[src/hdl/assert_macros.svh]
// ----------------------------------------------------------------------------
// assert_macros.svh
// Shared concurrent assertion macros for the CAN line reassembler.
// ----------------------------------------------------------------------------
`ifndef ASSERT_MACROS_SVH
`define ASSERT_MACROS_SVH

// property must hold at every clock edge outside reset
`define CLR_CHECK(label, clk, rst_n, prop, msg) \
    label: assert property (@(posedge clk) disable iff (!rst_n) (prop)) else $error(msg);

// expression must never be true outside reset
`define CLR_NEVER(label, clk, rst_n, expr, msg) \
    label: assert property (@(posedge clk) disable iff (!rst_n) !(expr)) else $error(msg);

`endif

[src/hdl/clr_pkg.sv]
// ----------------------------------------------------------------------------
// clr_pkg
// Types and constants shared by the CAN line reassembler modules.
// ----------------------------------------------------------------------------
package clr_pkg;

    localparam int ID_W   = 29;
    localparam int LEN_W  = 4;
    localparam int DATA_W = 64;
    localparam int BYTE_W = 8;

    localparam logic [LEN_W-1:0]  MAX_LEN   = 4'd8;
    localparam logic [BYTE_W-1:0] CHAR_CR   = 8'h0D;
    localparam logic [BYTE_W-1:0] CHAR_LF   = 8'h0A;
    localparam logic [BYTE_W-1:0] CHAR_LO_A = 8'h61;
    localparam logic [BYTE_W-1:0] CHAR_LO_Z = 8'h7A;
    localparam logic [BYTE_W-1:0] CASE_MASK = 8'hDF;

    typedef struct packed {
        logic load_frame;
        logic bind_slot;
        logic emit_drop;
        logic byte_next;
        logic byte_append;
        logic byte_newline;
        logic pend_load;
        logic out_pend;
        logic out_marker;
    } clr_cmd_t;

    typedef struct packed {
        logic hit;
        logic vacant;
        logic frame_done;
        logic is_cr;
        logic is_lf;
        logic stop;
        logic out_free;
    } clr_sts_t;

endpackage

[src/hdl/clr_in_if.sv]
// ----------------------------------------------------------------------------
// clr_in_if
// Frame channel: valid/ready handshake with the received CAN frame payload.
// ----------------------------------------------------------------------------
interface clr_in_if import clr_pkg::*; ();

    logic              valid;
    logic              ready;
    logic [ID_W-1:0]   sender_id;
    logic [LEN_W-1:0]  frame_length;
    logic [DATA_W-1:0] frame_data;

    modport source (output valid, output sender_id, output frame_length,
                    output frame_data, input ready);
    modport sink   (input valid, input sender_id, input frame_length,
                    input frame_data, output ready);

endinterface

[src/hdl/clr_out_if.sv]
// ----------------------------------------------------------------------------
// clr_out_if
// Line channel: valid/ready handshake with one line character or marker.
// ----------------------------------------------------------------------------
interface clr_out_if import clr_pkg::*; ();

    logic              valid;
    logic              ready;
    logic              status;
    logic [ID_W-1:0]   source_id;
    logic              has_byte;
    logic [BYTE_W-1:0] line_byte;
    logic              end_of_line;

    modport source (output valid, output status, output source_id, output has_byte,
                    output line_byte, output end_of_line, input ready);
    modport sink   (input valid, input status, input source_id, input has_byte,
                    input line_byte, input end_of_line, output ready);

endinterface

[src/hdl/clr_ram.sv]
// ----------------------------------------------------------------------------
// clr_ram
// Generic single-write, single-read RAM with registered read data.
// ----------------------------------------------------------------------------
module clr_ram #(
    parameter int WIDTH = 8,
    parameter int DEPTH = 128,
    localparam int AW = (DEPTH > 1) ? $clog2(DEPTH) : 1
) (
    input  logic             clk,
    input  logic             we,
    input  logic [AW-1:0]    waddr,
    input  logic [WIDTH-1:0] wdata,
    input  logic [AW-1:0]    raddr,
    output logic [WIDTH-1:0] rdata
);

    logic [WIDTH-1:0] mem [DEPTH];
    logic [WIDTH-1:0] rdata_reg;

    always_ff @(posedge clk)
    begin
        if (we)
        begin
            mem[waddr] <= wdata;
        end
        rdata_reg <= mem[raddr];
    end

    assign rdata = rdata_reg;

endmodule

[src/hdl/clr_datapath.sv]
// ----------------------------------------------------------------------------
// clr_datapath
// Slot table, frame registers, line store and output register.
// ----------------------------------------------------------------------------
`include "assert_macros.svh"

module clr_datapath import clr_pkg::*; #(
    parameter int SLOTS      = 4,
    parameter int LINE_BYTES = 32
) (
    input  logic              clk,
    input  logic              rst_n,
    input  clr_cmd_t          cmd,
    output clr_sts_t          sts,
    input  logic [ID_W-1:0]   in_sender_id,
    input  logic [LEN_W-1:0]  in_frame_length,
    input  logic [DATA_W-1:0] in_frame_data,
    input  logic              out_ready,
    output logic              out_valid,
    output logic              out_status,
    output logic [ID_W-1:0]   out_source_id,
    output logic              out_has_byte,
    output logic [BYTE_W-1:0] out_line_byte,
    output logic              out_end_of_line
);

    localparam int SLOT_W = (SLOTS > 1) ? $clog2(SLOTS) : 1;
    localparam int FILL_W = $clog2(LINE_BYTES + 1);
    localparam int DEPTH  = SLOTS * LINE_BYTES;
    localparam int ADDR_W = (DEPTH > 1) ? $clog2(DEPTH) : 1;

    logic              busy_reg   [SLOTS];
    logic [ID_W-1:0]   sender_reg [SLOTS];
    logic [FILL_W-1:0] fill_reg   [SLOTS];

    logic [ID_W-1:0]   id_reg;
    logic [LEN_W-1:0]  len_reg;
    logic [DATA_W-1:0] data_reg;
    logic [LEN_W-1:0]  j_reg;
    logic [SLOT_W-1:0] slot_reg;
    logic [FILL_W-1:0] emit_fill_reg;
    logic [FILL_W-1:0] rd_ptr_reg;
    logic [FILL_W-1:0] rd_ptr_next;
    logic [BYTE_W-1:0] pend_reg;

    logic              out_valid_reg;
    logic              out_status_reg;
    logic [ID_W-1:0]   out_id_reg;
    logic              out_hb_reg;
    logic [BYTE_W-1:0] out_byte_reg;
    logic              out_eol_reg;

    logic              hit;
    logic              vacant;
    logic [SLOT_W-1:0] hit_idx;
    logic [SLOT_W-1:0] free_idx;
    logic [SLOT_W-1:0] bind_idx;
    logic [BYTE_W-1:0] raw_char;
    logic [BYTE_W-1:0] up_char;
    logic [FILL_W-1:0] fill_cur;
    logic [FILL_W-1:0] fill_eff;
    logic [ADDR_W-1:0] base;
    logic [ADDR_W-1:0] wr_addr;
    logic [ADDR_W-1:0] rd_addr;
    logic [BYTE_W-1:0] rd_data;
    logic              stop;
    logic              out_free;
    logic              out_load;

    // lowest matching slot, lowest free slot
    always_comb
    begin
        hit      = 1'b0;
        vacant   = 1'b0;
        hit_idx  = '0;
        free_idx = '0;
        for (int i = SLOTS - 1; i >= 0; i--)
        begin
            if (busy_reg[i] && (sender_reg[i] == id_reg))
            begin
                hit     = 1'b1;
                hit_idx = SLOT_W'(i);
            end
            if (!busy_reg[i])
            begin
                vacant   = 1'b1;
                free_idx = SLOT_W'(i);
            end
        end
    end

    assign bind_idx = hit ? hit_idx : free_idx;

    always_comb
    begin
        raw_char = data_reg[{j_reg[2:0], 3'b000} +: BYTE_W];
        if (raw_char inside {[CHAR_LO_A:CHAR_LO_Z]})
        begin
            up_char = raw_char & CASE_MASK;
        end
        else
        begin
            up_char = raw_char;
        end
    end

    assign fill_cur = fill_reg[slot_reg];
    assign fill_eff = (fill_cur >= FILL_W'(LINE_BYTES)) ? '0 : fill_cur;
    assign base     = ADDR_W'(ADDR_W'(slot_reg) * ADDR_W'(LINE_BYTES));
    assign wr_addr  = base + ADDR_W'(fill_eff);

    always_comb
    begin
        if (cmd.byte_newline)
        begin
            rd_ptr_next = '0;
        end
        else if (cmd.pend_load)
        begin
            rd_ptr_next = rd_ptr_reg + 1'b1;
        end
        else
        begin
            rd_ptr_next = rd_ptr_reg;
        end
    end

    assign rd_addr = base + ADDR_W'(rd_ptr_next);

    clr_ram #(
        .WIDTH (BYTE_W),
        .DEPTH (DEPTH)
    ) u_line_ram (
        .clk   (clk),
        .we    (cmd.byte_append),
        .waddr (wr_addr),
        .wdata (up_char),
        .raddr (rd_addr),
        .rdata (rd_data)
    );

    assign stop     = (rd_ptr_reg == emit_fill_reg) || (rd_data == '0);
    assign out_free = !out_valid_reg || out_ready;
    assign out_load = cmd.emit_drop || cmd.out_marker || cmd.out_pend;

    assign sts.hit        = hit;
    assign sts.vacant     = vacant;
    assign sts.frame_done = (j_reg == len_reg);
    assign sts.is_cr      = (raw_char == CHAR_CR);
    assign sts.is_lf      = (up_char == CHAR_LF);
    assign sts.stop       = stop;
    assign sts.out_free   = out_free;

    // slot table and control counters
    always_ff @(posedge clk or negedge rst_n)
    begin
        if (!rst_n)
        begin
            for (int i = 0; i < SLOTS; i++)
            begin
                busy_reg[i] <= 1'b0;
                fill_reg[i] <= '0;
            end
            j_reg         <= '0;
            rd_ptr_reg    <= '0;
            out_valid_reg <= 1'b0;
        end
        else
        begin
            rd_ptr_reg <= rd_ptr_next;
            if (cmd.load_frame)
            begin
                j_reg <= '0;
            end
            else if (cmd.byte_next)
            begin
                j_reg <= j_reg + 1'b1;
            end
            if (cmd.bind_slot && !hit)
            begin
                busy_reg[free_idx] <= 1'b1;
                fill_reg[free_idx] <= '0;
            end
            if (cmd.byte_append)
            begin
                fill_reg[slot_reg] <= FILL_W'(fill_eff + 1'b1);
            end
            if (cmd.byte_newline)
            begin
                fill_reg[slot_reg] <= '0;
                if ((j_reg + 1'b1) == len_reg)
                begin
                    busy_reg[slot_reg] <= 1'b0;
                end
            end
            if (out_load)
            begin
                out_valid_reg <= 1'b1;
            end
            else if (out_ready)
            begin
                out_valid_reg <= 1'b0;
            end
        end
    end

    // payload registers
    always_ff @(posedge clk)
    begin
        if (cmd.load_frame)
        begin
            id_reg   <= in_sender_id;
            len_reg  <= (in_frame_length > MAX_LEN) ? MAX_LEN : in_frame_length;
            data_reg <= in_frame_data;
        end
        if (cmd.bind_slot)
        begin
            slot_reg <= bind_idx;
            if (!hit)
            begin
                sender_reg[free_idx] <= id_reg;
            end
        end
        if (cmd.byte_newline)
        begin
            emit_fill_reg <= fill_eff;
        end
        if (cmd.pend_load)
        begin
            pend_reg <= rd_data;
        end
        if (out_load)
        begin
            out_status_reg <= cmd.emit_drop;
            out_id_reg     <= id_reg;
            out_hb_reg     <= cmd.out_pend;
            out_byte_reg   <= cmd.out_pend ? pend_reg : '0;
            out_eol_reg    <= cmd.out_pend ? stop : 1'b1;
        end
    end

    assign out_valid       = out_valid_reg;
    assign out_status      = out_status_reg;
    assign out_source_id   = out_id_reg;
    assign out_has_byte    = out_hb_reg;
    assign out_line_byte   = out_byte_reg;
    assign out_end_of_line = out_eol_reg;

    `CLR_CHECK(a_bind_has_slot, clk, rst_n, cmd.bind_slot |-> (hit || vacant), "bind without slot")
    `CLR_CHECK(a_bound_busy, clk, rst_n, cmd.bind_slot |=> busy_reg[slot_reg], "bound slot not busy")
    `CLR_NEVER(a_load_over_full, clk, rst_n, out_load && !out_free, "output overwritten")

endmodule

[src/hdl/clr_ctrl.sv]
// ----------------------------------------------------------------------------
// clr_ctrl
// Sequencer: frame accept, slot lookup, per-byte processing, line emission.
// ----------------------------------------------------------------------------
`include "assert_macros.svh"

module clr_ctrl import clr_pkg::*; (
    input  logic     clk,
    input  logic     rst_n,
    input  logic     in_valid,
    output logic     in_ready,
    output clr_cmd_t cmd,
    input  clr_sts_t sts
);

    localparam logic [2:0] S_IDLE       = 3'd0;
    localparam logic [2:0] S_LOOKUP     = 3'd1;
    localparam logic [2:0] S_BYTE       = 3'd2;
    localparam logic [2:0] S_EMIT_FIRST = 3'd3;
    localparam logic [2:0] S_EMIT_RUN   = 3'd4;

    logic [2:0] state_reg;
    logic [2:0] state_next;

    always_comb
    begin
        state_next = state_reg;
        cmd        = '0;
        in_ready   = 1'b0;
        case (state_reg)
            S_IDLE:
            begin
                in_ready = 1'b1;
                if (in_valid)
                begin
                    cmd.load_frame = 1'b1;
                    state_next     = S_LOOKUP;
                end
            end
            S_LOOKUP:
            begin
                if (sts.hit || sts.vacant)
                begin
                    cmd.bind_slot = 1'b1;
                    state_next    = S_BYTE;
                end
                else if (sts.out_free)
                begin
                    cmd.emit_drop = 1'b1;
                    state_next    = S_IDLE;
                end
            end
            S_BYTE:
            begin
                if (sts.frame_done)
                begin
                    state_next = S_IDLE;
                end
                else if (sts.is_cr)
                begin
                    cmd.byte_next = 1'b1;
                end
                else if (!sts.is_lf)
                begin
                    cmd.byte_append = 1'b1;
                    cmd.byte_next   = 1'b1;
                end
                else
                begin
                    cmd.byte_newline = 1'b1;
                    cmd.byte_next    = 1'b1;
                    state_next       = S_EMIT_FIRST;
                end
            end
            S_EMIT_FIRST:
            begin
                if (!sts.stop)
                begin
                    cmd.pend_load = 1'b1;
                    state_next    = S_EMIT_RUN;
                end
                else if (sts.out_free)
                begin
                    cmd.out_marker = 1'b1;
                    state_next     = S_BYTE;
                end
            end
            S_EMIT_RUN:
            begin
                if (sts.out_free)
                begin
                    cmd.out_pend = 1'b1;
                    if (sts.stop)
                    begin
                        state_next = S_BYTE;
                    end
                    else
                    begin
                        cmd.pend_load = 1'b1;
                    end
                end
            end
            default:
            begin
                state_next = S_IDLE;
            end
        endcase
    end

    always_ff @(posedge clk or negedge rst_n)
    begin
        if (!rst_n)
        begin
            state_reg <= S_IDLE;
        end
        else
        begin
            state_reg <= state_next;
        end
    end

    `CLR_CHECK(a_lookup_entry, clk, rst_n, (state_reg == S_LOOKUP && $past(state_reg) != S_LOOKUP) |-> $past(state_reg) == S_IDLE, "lookup not after accept")
    `CLR_CHECK(a_first_entry, clk, rst_n, (state_reg == S_EMIT_FIRST) |-> ($past(state_reg) == S_BYTE || $past(state_reg) == S_EMIT_FIRST), "emission not after newline")

endmodule

[src/hdl/can_line_reassembler.sv]
// ----------------------------------------------------------------------------
// can_line_reassembler
// Collects text lines per CAN sender and emits each completed line per byte.
//
//   channel   dir   handshake      beat
//   in_ch     in    valid/ready    one CAN frame: sender_id, frame_length, data
//   out_ch    out   valid/ready    one line character, empty marker or drop
//
// One frame at a time, in steps: accept, slot lookup, then each data byte in turn,
// plus per newline a read of the line store and then each emitted character
// (an empty-line marker leaves in the read step), then back to idle (a dropped
// frame returns to idle straight from the lookup).
// The line store read port sets the one-character-per-cycle emission rate while out_ch is ready.
// Reset clears the slot table at once; the line store needs no clearing.
// A stalled out_ch holds the sequencer; out_ch has one output register.
// ----------------------------------------------------------------------------
module can_line_reassembler import clr_pkg::*; #(
    parameter int SLOTS      = 4,
    parameter int LINE_BYTES = 32
) (
    input  logic       clk,
    input  logic       rst_n,
    clr_in_if.sink     in_ch,
    clr_out_if.source  out_ch
);

    clr_cmd_t cmd;
    clr_sts_t sts;

    clr_ctrl u_ctrl (
        .clk      (clk),
        .rst_n    (rst_n),
        .in_valid (in_ch.valid),
        .in_ready (in_ch.ready),
        .cmd      (cmd),
        .sts      (sts)
    );

    clr_datapath #(
        .SLOTS      (SLOTS),
        .LINE_BYTES (LINE_BYTES)
    ) u_datapath (
        .clk             (clk),
        .rst_n           (rst_n),
        .cmd             (cmd),
        .sts             (sts),
        .in_sender_id    (in_ch.sender_id),
        .in_frame_length (in_ch.frame_length),
        .in_frame_data   (in_ch.frame_data),
        .out_ready       (out_ch.ready),
        .out_valid       (out_ch.valid),
        .out_status      (out_ch.status),
        .out_source_id   (out_ch.source_id),
        .out_has_byte    (out_ch.has_byte),
        .out_line_byte   (out_ch.line_byte),
        .out_end_of_line (out_ch.end_of_line)
    );

endmodule
[src/flat_wrapper.sv]
// flat-port wrapper written by rule: the top's interface ports become plain ports
module can_line_reassembler_flat import clr_pkg::*;
#(
    parameter int SLOTS      = 4,
    parameter int LINE_BYTES = 32
)
  (clk, rst_n, in_ch_valid, in_ch_sender_id, in_ch_frame_length, in_ch_frame_data, in_ch_ready, out_ch_valid, out_ch_status, out_ch_source_id, out_ch_has_byte, out_ch_line_byte, out_ch_end_of_line, out_ch_ready);
  clr_in_if in_ch_i ();
  clr_out_if out_ch_i ();
  input  logic clk;
  input  logic rst_n;
  input wire logic [$bits(in_ch_i.valid)-1:0] in_ch_valid;
  input wire logic [$bits(in_ch_i.sender_id)-1:0] in_ch_sender_id;
  input wire logic [$bits(in_ch_i.frame_length)-1:0] in_ch_frame_length;
  input wire logic [$bits(in_ch_i.frame_data)-1:0] in_ch_frame_data;
  output wire logic [$bits(in_ch_i.ready)-1:0] in_ch_ready;
  output wire logic [$bits(out_ch_i.valid)-1:0] out_ch_valid;
  output wire logic [$bits(out_ch_i.status)-1:0] out_ch_status;
  output wire logic [$bits(out_ch_i.source_id)-1:0] out_ch_source_id;
  output wire logic [$bits(out_ch_i.has_byte)-1:0] out_ch_has_byte;
  output wire logic [$bits(out_ch_i.line_byte)-1:0] out_ch_line_byte;
  output wire logic [$bits(out_ch_i.end_of_line)-1:0] out_ch_end_of_line;
  input wire logic [$bits(out_ch_i.ready)-1:0] out_ch_ready;
  assign in_ch_i.valid = in_ch_valid;
  assign in_ch_i.sender_id = in_ch_sender_id;
  assign in_ch_i.frame_length = in_ch_frame_length;
  assign in_ch_i.frame_data = in_ch_frame_data;
  assign in_ch_ready = in_ch_i.ready;
  assign out_ch_valid = out_ch_i.valid;
  assign out_ch_status = out_ch_i.status;
  assign out_ch_source_id = out_ch_i.source_id;
  assign out_ch_has_byte = out_ch_i.has_byte;
  assign out_ch_line_byte = out_ch_i.line_byte;
  assign out_ch_end_of_line = out_ch_i.end_of_line;
  assign out_ch_i.ready = out_ch_ready;
  can_line_reassembler #(.SLOTS(SLOTS), .LINE_BYTES(LINE_BYTES)) u_core (.clk(clk), .rst_n(rst_n), .in_ch(in_ch_i), .out_ch(out_ch_i));
endmodule
[config.mk]
export PLATFORM = sky130hd
export DESIGN_NAME = can_line_reassembler_flat
export DESIGN_NICKNAME = d
export VERILOG_FILES = /design/src/hdl/clr_pkg.sv /design/src/hdl/clr_in_if.sv /design/src/hdl/clr_out_if.sv /design/src/hdl/clr_ram.sv /design/src/hdl/clr_datapath.sv /design/src/hdl/clr_ctrl.sv /design/src/hdl/can_line_reassembler.sv /design/src/flat_wrapper.sv
export VERILOG_INCLUDE_DIRS = /design/src /design/src/hdl
export SDC_FILE = /design/constraint.sdc
export NUM_CORES = 2
export LEC_CHECK = 0
export BUFFER_PORTS_ARGS = -buffer_cell sky130_fd_sc_hd__buf_2
export CAP_MARGIN = 25
export CORE_ASPECT_RATIO = 1.2
export CORE_MARGIN = 2
export CORE_UTILIZATION = 50
export CTS_CLUSTER_DIAMETER = 50
export DETAILED_ROUTE_END_ITERATION = 10
export HOLD_SLACK_MARGIN = 0.15
export PLACE_DENSITY = 0.66
export SLEW_MARGIN = 20
export SYNTH_ARGS = -nofsm -noshare
export SYNTH_HDL_FRONTEND = slang
export SYNTH_SLANG_ARGS = --single-unit
[constraint.sdc]
create_clock -name clk -period 10.1 [get_ports clk]
set_input_delay 2.02 -clock clk [delete_from_list [all_inputs] [get_ports clk]]
set_output_delay 2.02 -clock clk [all_outputs]
set_load 0.005 [all_outputs]
After elaboration in Yosys (flattened, before gate mapping)
Memories as Yosys holds them, arrays and structs flattened. A register that Yosys moved wholly into a read port is not among the register bits. Index checks and enable logic that the tools add are counted.

Reduce and logical (&&, ||, !) cells: 20. Bitwise gates (word level): 9. $add $sub $neg: 5. Shift-type cells: 1. Multiplexer cells: 77. Eq/ne operators: 20. Magnitude comparators: 8.

Operators by type and width (number): $eq 29x29->1 (4); $mux 24 (3); $shiftx 64x7->8 (1); $and 24x24->24 (2); $mux 6 (8); $not 24->24 (2); $mux 3 (12); $mux 1 (29); $bwmux 24 (1); $demux 6 s2 (2); $mux 2 (12); $mux 4 (5); $eq 8x4->1 const B (2); $pmux 3 s5 (1); $add 7x6->7 (2); $add 6x1->6 const B (2); $bmux 6 s2 (1); $eq 4x4->1 (2); $ge 8x7->1 const B (1); $le 8x7->1 const B (1); $logic_and 1x1->1 (8); $logic_not 8->1 (1); $reduce_and 7->1 (1); $eq 3x2->1 const B (2); other kinds (21) (35).

Output and inout bits: 42. Word-level logic and storage cells: 165. Memories kept: 2. RAM bits: 1140. Register bits after elaboration: 195. Bits of input ports: 101.

Memory list: u_core.u_datapath.u_line_ram.mem (depth 128, bits a word 8, rd ports 1, clocked after Yosys merged registers in 1, write ports 1, RTL line clr_ram.sv:18) `logic [WIDTH-1:0] mem [DEPTH];`; u_core.u_datapath.sender_reg (depth 4, bits a word 29, rd ports 4, clocked after Yosys merged registers in 0, write ports 1, RTL line clr_datapath.sv:33) `logic [ID_W-1:0] sender_reg [SLOTS];`.

Depth between registers and ports, before layout
Word-level depth: 16. Depth in mapped cells: 18. Mapped depth without buffers: 17.

Cells and area by module
From an unflattened synthesis, not the netlist that was laid out.

Cell total of the unflattened synthesis: 2360. Area total of the unflattened synthesis: 52181.3 um2.

Modules (own cells, without submodules): clr_ram (area an instance 39665.5 um2, sequential area each 30909.6 um2, times used 1, cells each 1635); clr_datapath (area an instance 12228.0 um2, sequential area each 9053.7 um2, times used 1, cells each 685); clr_ctrl (area an instance 287.8 um2, sequential area each 75.1 um2, times used 1, cells each 40).

Worst setup path before layout
No wires, ideal clock.

Kind: flip-flop to flip-flop. Start: register u_core.u_datapath.j_reg[0]. End: memory u_core.u_datapath.u_line_ram.mem[0][5] (data pin). Period minus slack after synthesis: 7.534 ns. Buffers on the path: 1. Data arrival time: 6.578 ns. Setup time: 0.955 ns. Required time: 9.145 ns. Slack: 2.566 ns. Stages on the path, launching flop included: 7. Path through: dfrtp_1 -> buf_2 -> mux4_2 -> mux2i_1 -> inv_1 -> nand3_1 -> a41oi_1.

Cells in the longest elaborated chain, start to end: 4. Elaborated cells between the ends (all ways): 5. Classes of those cells: order compare: 2; shift: 1; mux: 1; reduce/logical: 1.

RTL lines: from (decl) (RTL line clr_datapath.sv:39) `logic [LEN_W-1:0] j_reg;`; from (signal assigned) (RTL line clr_datapath.sv:177) `j_reg <= j_reg + 1'b1;`; $shiftx 64x7->8 (*) (RTL line clr_datapath.sv:96) `raw_char = data_reg[{j_reg[2:0], 3'b000} +: BYTE_W];`; net u_core.u_datapath.raw_char[4] (RTL line clr_datapath.sv:58) `logic [BYTE_W-1:0] raw_char;`; $ge 8x7->1 / $le 8x7->1 (equally long branches) (RTL line clr_datapath.sv:97) `if (raw_char inside {[CHAR_LO_A:CHAR_LO_Z]})`; $logic_and 1x1->1 (*) (RTL line clr_datapath.sv:97); $mux 6 (*) (RTL line clr_datapath.sv:97); net u_core.u_datapath.u_line_ram.wdata[5] (RTL line clr_ram.sv:13) `input logic [WIDTH-1:0] wdata,`; to (decl) (RTL line clr_ram.sv:18).

The timed path passes the listed nets; every way through them passes the cells marked *.

Worst setup path in the final report
Start: register u_core.u_datapath.j_reg[2]. End: register u_core.u_datapath.u_line_ram.rdata_reg[3] (netlist: u_core.u_datapath.u_line_ram.rdata[3]) (read register of u_core.u_datapath.u_line_ram.mem).

Cells in the longest elaborated chain, start to end: 11. Elaborated cells between the ends (all ways): 14. Classes of those cells: add/sub: 1; order compare: 2; eq/ne: 3; shift: 1; mux: 6; reduce/logical: 1.

RTL lines: $shiftx 64x7->8 (*) (RTL line clr_datapath.sv:96); net u_core.u_datapath.raw_char[3] (RTL line clr_datapath.sv:58); $ge 8x7->1 / $le 8x7->1 (equally long branches) (RTL line clr_datapath.sv:97); $logic_and 1x1->1 (RTL line clr_datapath.sv:97); $mux 6 (RTL line clr_datapath.sv:97); $eq 8x4->1 (RTL line clr_datapath.sv:150) `assign sts.is_lf = (up_char == CHAR_LF);`; $mux 1 (RTL line clr_ctrl.sv:63) `else if (!sts.is_lf)`; $mux 2 (*) (RTL line clr_ctrl.sv:59) `else if (sts.is_cr)`; $mux 3 (*) (RTL line clr_ctrl.sv:55) `if (sts.frame_done)`; $mux 3 (*) (RTL line clr_ctrl.sv:30) `case (state_reg)`; $mux 6 (*) (RTL line clr_datapath.sv:114) `if (cmd.byte_newline)`; $add 7x6->7 (*) (RTL line clr_datapath.sv:128) `assign rd_addr = base + ADDR_W'(rd_ptr_next);`; to (decl) (RTL line clr_ram.sv:19) `logic [WIDTH-1:0] rdata_reg;`.

Marked as above. A chain may end at the register's enable or synchronous reset.

==> impl_metrics.yaml <==
sta:
  fmax_mhz: 158.7
  min_period_over_period_pct: 62.39
  hold_violations: 0
  setup_violations: 0
  layout_setup_ws_ns: 3.799
  worstMarginPinSlew_ns: 1.146
  rsz0062_at_grt: "false"
  finClkSkew_ns: 0.02704
  maxSlewViolCount: 0
  min_period_ns: 6.301
  setup_tns_ns: 0
  holdWs_ns: 0.5198
  relSlewSlack_pct: 23.62
floorplanning:
  coreArea_mm2: 0.1113
  boundaryPins: 143
  row_count: 134
  die-area_mm2: 0.1151
  die_h_um: 371.3
  die_w_um: 310.1
  initial_core_util_pct: 50.49
layout:
  drive_above_1_share_pct: 12.50
  final_common_cell: "edfxtp_1"
  largest_reg_flops: 1024
  syn2layout_area_growth_pct: 11.13
  final_nets: 3972
  antenna_cells: 0
  mostFrequentLayoutCells: "edfxtp_1 (1,293), nor2_1 (339), o21ai_0 (267)"
  n_fill_cell: 8762
flow_run:
  cap_violations: 0
pwr:
  pwr-share-seq_pct: 38.3
  power.density_mw_per_mm2: 325.4
  switching_share_pct: 40.17
  p_switching_uw: 8165
  p_clk_share_pct: 23.4
  internal-power_uw: 12160
  combPwrFrac_pct: 38.3
  ir_drop_mv: 0.3597
  leakage_uw: 0.01955
min_path:
  min_from: "u_core.u_datapath.fill_reg[20]"
  hold_class: "register to register"
drt:
  vias: 35841
  first_pass_iters: 6
  wl_per_cell_um: 28.22
  routed_wl_um: 154200
  drc: 0
  ant_nets: 0
  viasPerCell: 6.559
  drt_iter0_markers: 4376
critical_path:
  end_kind: "register"
  cp_slowest_cell: "dfrtp_1"
  crit_type: "register to register"
  cp.required_ns: 10.77
  cpPeakStageDelay_ns: 0.93
  r2r_start: "u_core.u_datapath.j_reg[2]"
  arrival_ns: 6.97
  worstPathMaxFanout: 62
  crit_start: "u_core.u_datapath.j_reg[2]"
  cp_cell_sequence: "mux4_2 -> mux2_4 -> nand4b_1 -> or3_4 -> inv_2 -> or2_4 -> buf_4 -> nor2_1 -> o32ai_1 -> nand4_1 -> o311ai_1"
  startpoint_type: "register"
placement:
  portBuffers: 142
  place_ws_ns: 3.321
  place.gp.congestion: 0.8977
  dp.final_hpwl_um: 91970
grt:
  grt_pass1_wl_um: 226300
  grt.total_usage_pct: 26.63
  met1_usage_pct: 34.88
  grt_max_degree: 205
  grt_use_met3_pct: 4.731
  use_met2_pct: 43.64
  top_usage_layer: "met2"
  grt-ovfl-total: 0
  grt_pass1_vias: 34843
  antenna_found_initial: 4
logic_synthesis:
  synth_cell_types: 75
  syn_area_per_cell_um2: 14.69
  seq_area_frac_synth_pct: 71.23
  synth_fp_nets: 3932
  netlist_instances: 3827
  ys_ff_latch: 1343
  syn_area_mm2: 0.05621
  synth-main-ff-cell: "edfxtp_1"
  async_flop_share_pct: 3.127
  synth-edff-count: 1293
  yosysWarnings: 0
cts:
  cts-htree-levels: 4
  cts_tree: "built"
  hold_buffers: 0
  post-cts-setup-buffers: 0
  clk-insertion-delay-late_ns: 0.78
  clk_pin_slew_ns: 0.06
  clock_path_buffers: 3
  numCtsBuffers: 134
  cts_root_buf: "clkbuf_16"
  cts_sinks: 1343
  cts_resized: 0
status:
  status: "finished clean"
==> path summary, 6_finish.rpt <==
kind / cells past startpoint / slack (ns) / endpoint
max in group asynchronous: 2 / 8.29 / u_core.u_datapath.rd_ptr_reg[1]
max reg2reg: 11 / 3.80 / u_core.u_datapath.u_line_ram.rdata[3]
min in group asynchronous: 2 / 1.34 / u_core.u_datapath.j_reg[1]
min reg2reg: 2 / 0.52 / u_core.u_datapath.fill_reg[20]
max: 11 / 3.80 / u_core.u_datapath.u_line_ram.rdata[3]
min: 2 / 0.52 / u_core.u_datapath.fill_reg[20]
==> routing by layer <==
metal	part of all wire, %	vias up
li1	-	15571
met1	39	18124
met2	49	1813
met3	8.0	329
met4	4.5	4
met5	0.018	-
==> worst max-delay path: cells and delay by family (launching register included) <==
kind | cells | cell delay, ns
and+or+nand+nor | 5 | 2.12
DFF | 1 | 0.93
muxes | 2 | 1.05
AOI/OAI and AO/OA | 2 | 0.82
buffers and inverters | 2 | 1.18
==> power by group through the flow <==
stage	registers (uW)	logic, uW	clock network (uW)
after global placement	7880	7530	0
after detailed placement	7880	7660	0
after CTS	7770	7690	4810
final	7780	7790	4760
after floorplan	7800	4680	0
after global routing	7800	8210	5010
==> per-stage QoR <==
step / util [%] / std cells / cell area, um2 / total power, uW
floorplan: - / 3827 / 56210 / 12480
global placement: 52.28 / 5220 / 58200 / 15410
CTS: 56.09 / 5462 / 62440 / 20270
global route: 56.11 / 5464 / 62460 / 21020
detailed placement: 52.35 / 5225 / 58280 / 15540
finish: 56.11 / 5464 / 62460 / 20330
==> synth_stat cells, drive strengths merged, types with 89 or more instances <==
| cell | count | area [um2] |
|---|---|---|
| o211ai | 114 | 860.8 |
| clkbuf | 239 | 897.1 |
| a2111oi | 112 | 980.9 |
| nor2b | 119 | 744.5 |
| a21oi | 89 | 445.4 |
| mux2i | 137 | 1371 |
| o221ai | 185 | 1620 |
| o22ai | 128 | 800.8 |
| xor2 | 90 | 795.8 |
| edfxtp | 1293 | 38830 |
| nor2 | 342 | 1286 |
| o21ai | 274 | 1379 |
==> final cells by class <==
type                       instances  area (um2)  area share (%)
multi-input combinational       2157       15010           24.02
clock buffer                     167        3518           5.633
sequential                      1343       40050           64.11
timing repair buffer             203        1259           2.015
inverter                          28       125.1          0.2003
tap                             1496        1872           2.997
clock inverter                    70       639.4           1.024
==> cell families after synthesis <==
kind of cell	Yosys count	synth area share, %
mux	194	4.022
buf+inv	327	2.335
compound gates	1154	14.47
simple gates	663	5.607
fa+ha+maj	4	0.08904
xor+xnor	141	2.237
flops	1343	71.23
other cells	1	0.006671
No activity file was read; power rests on OpenSTA's default activity.
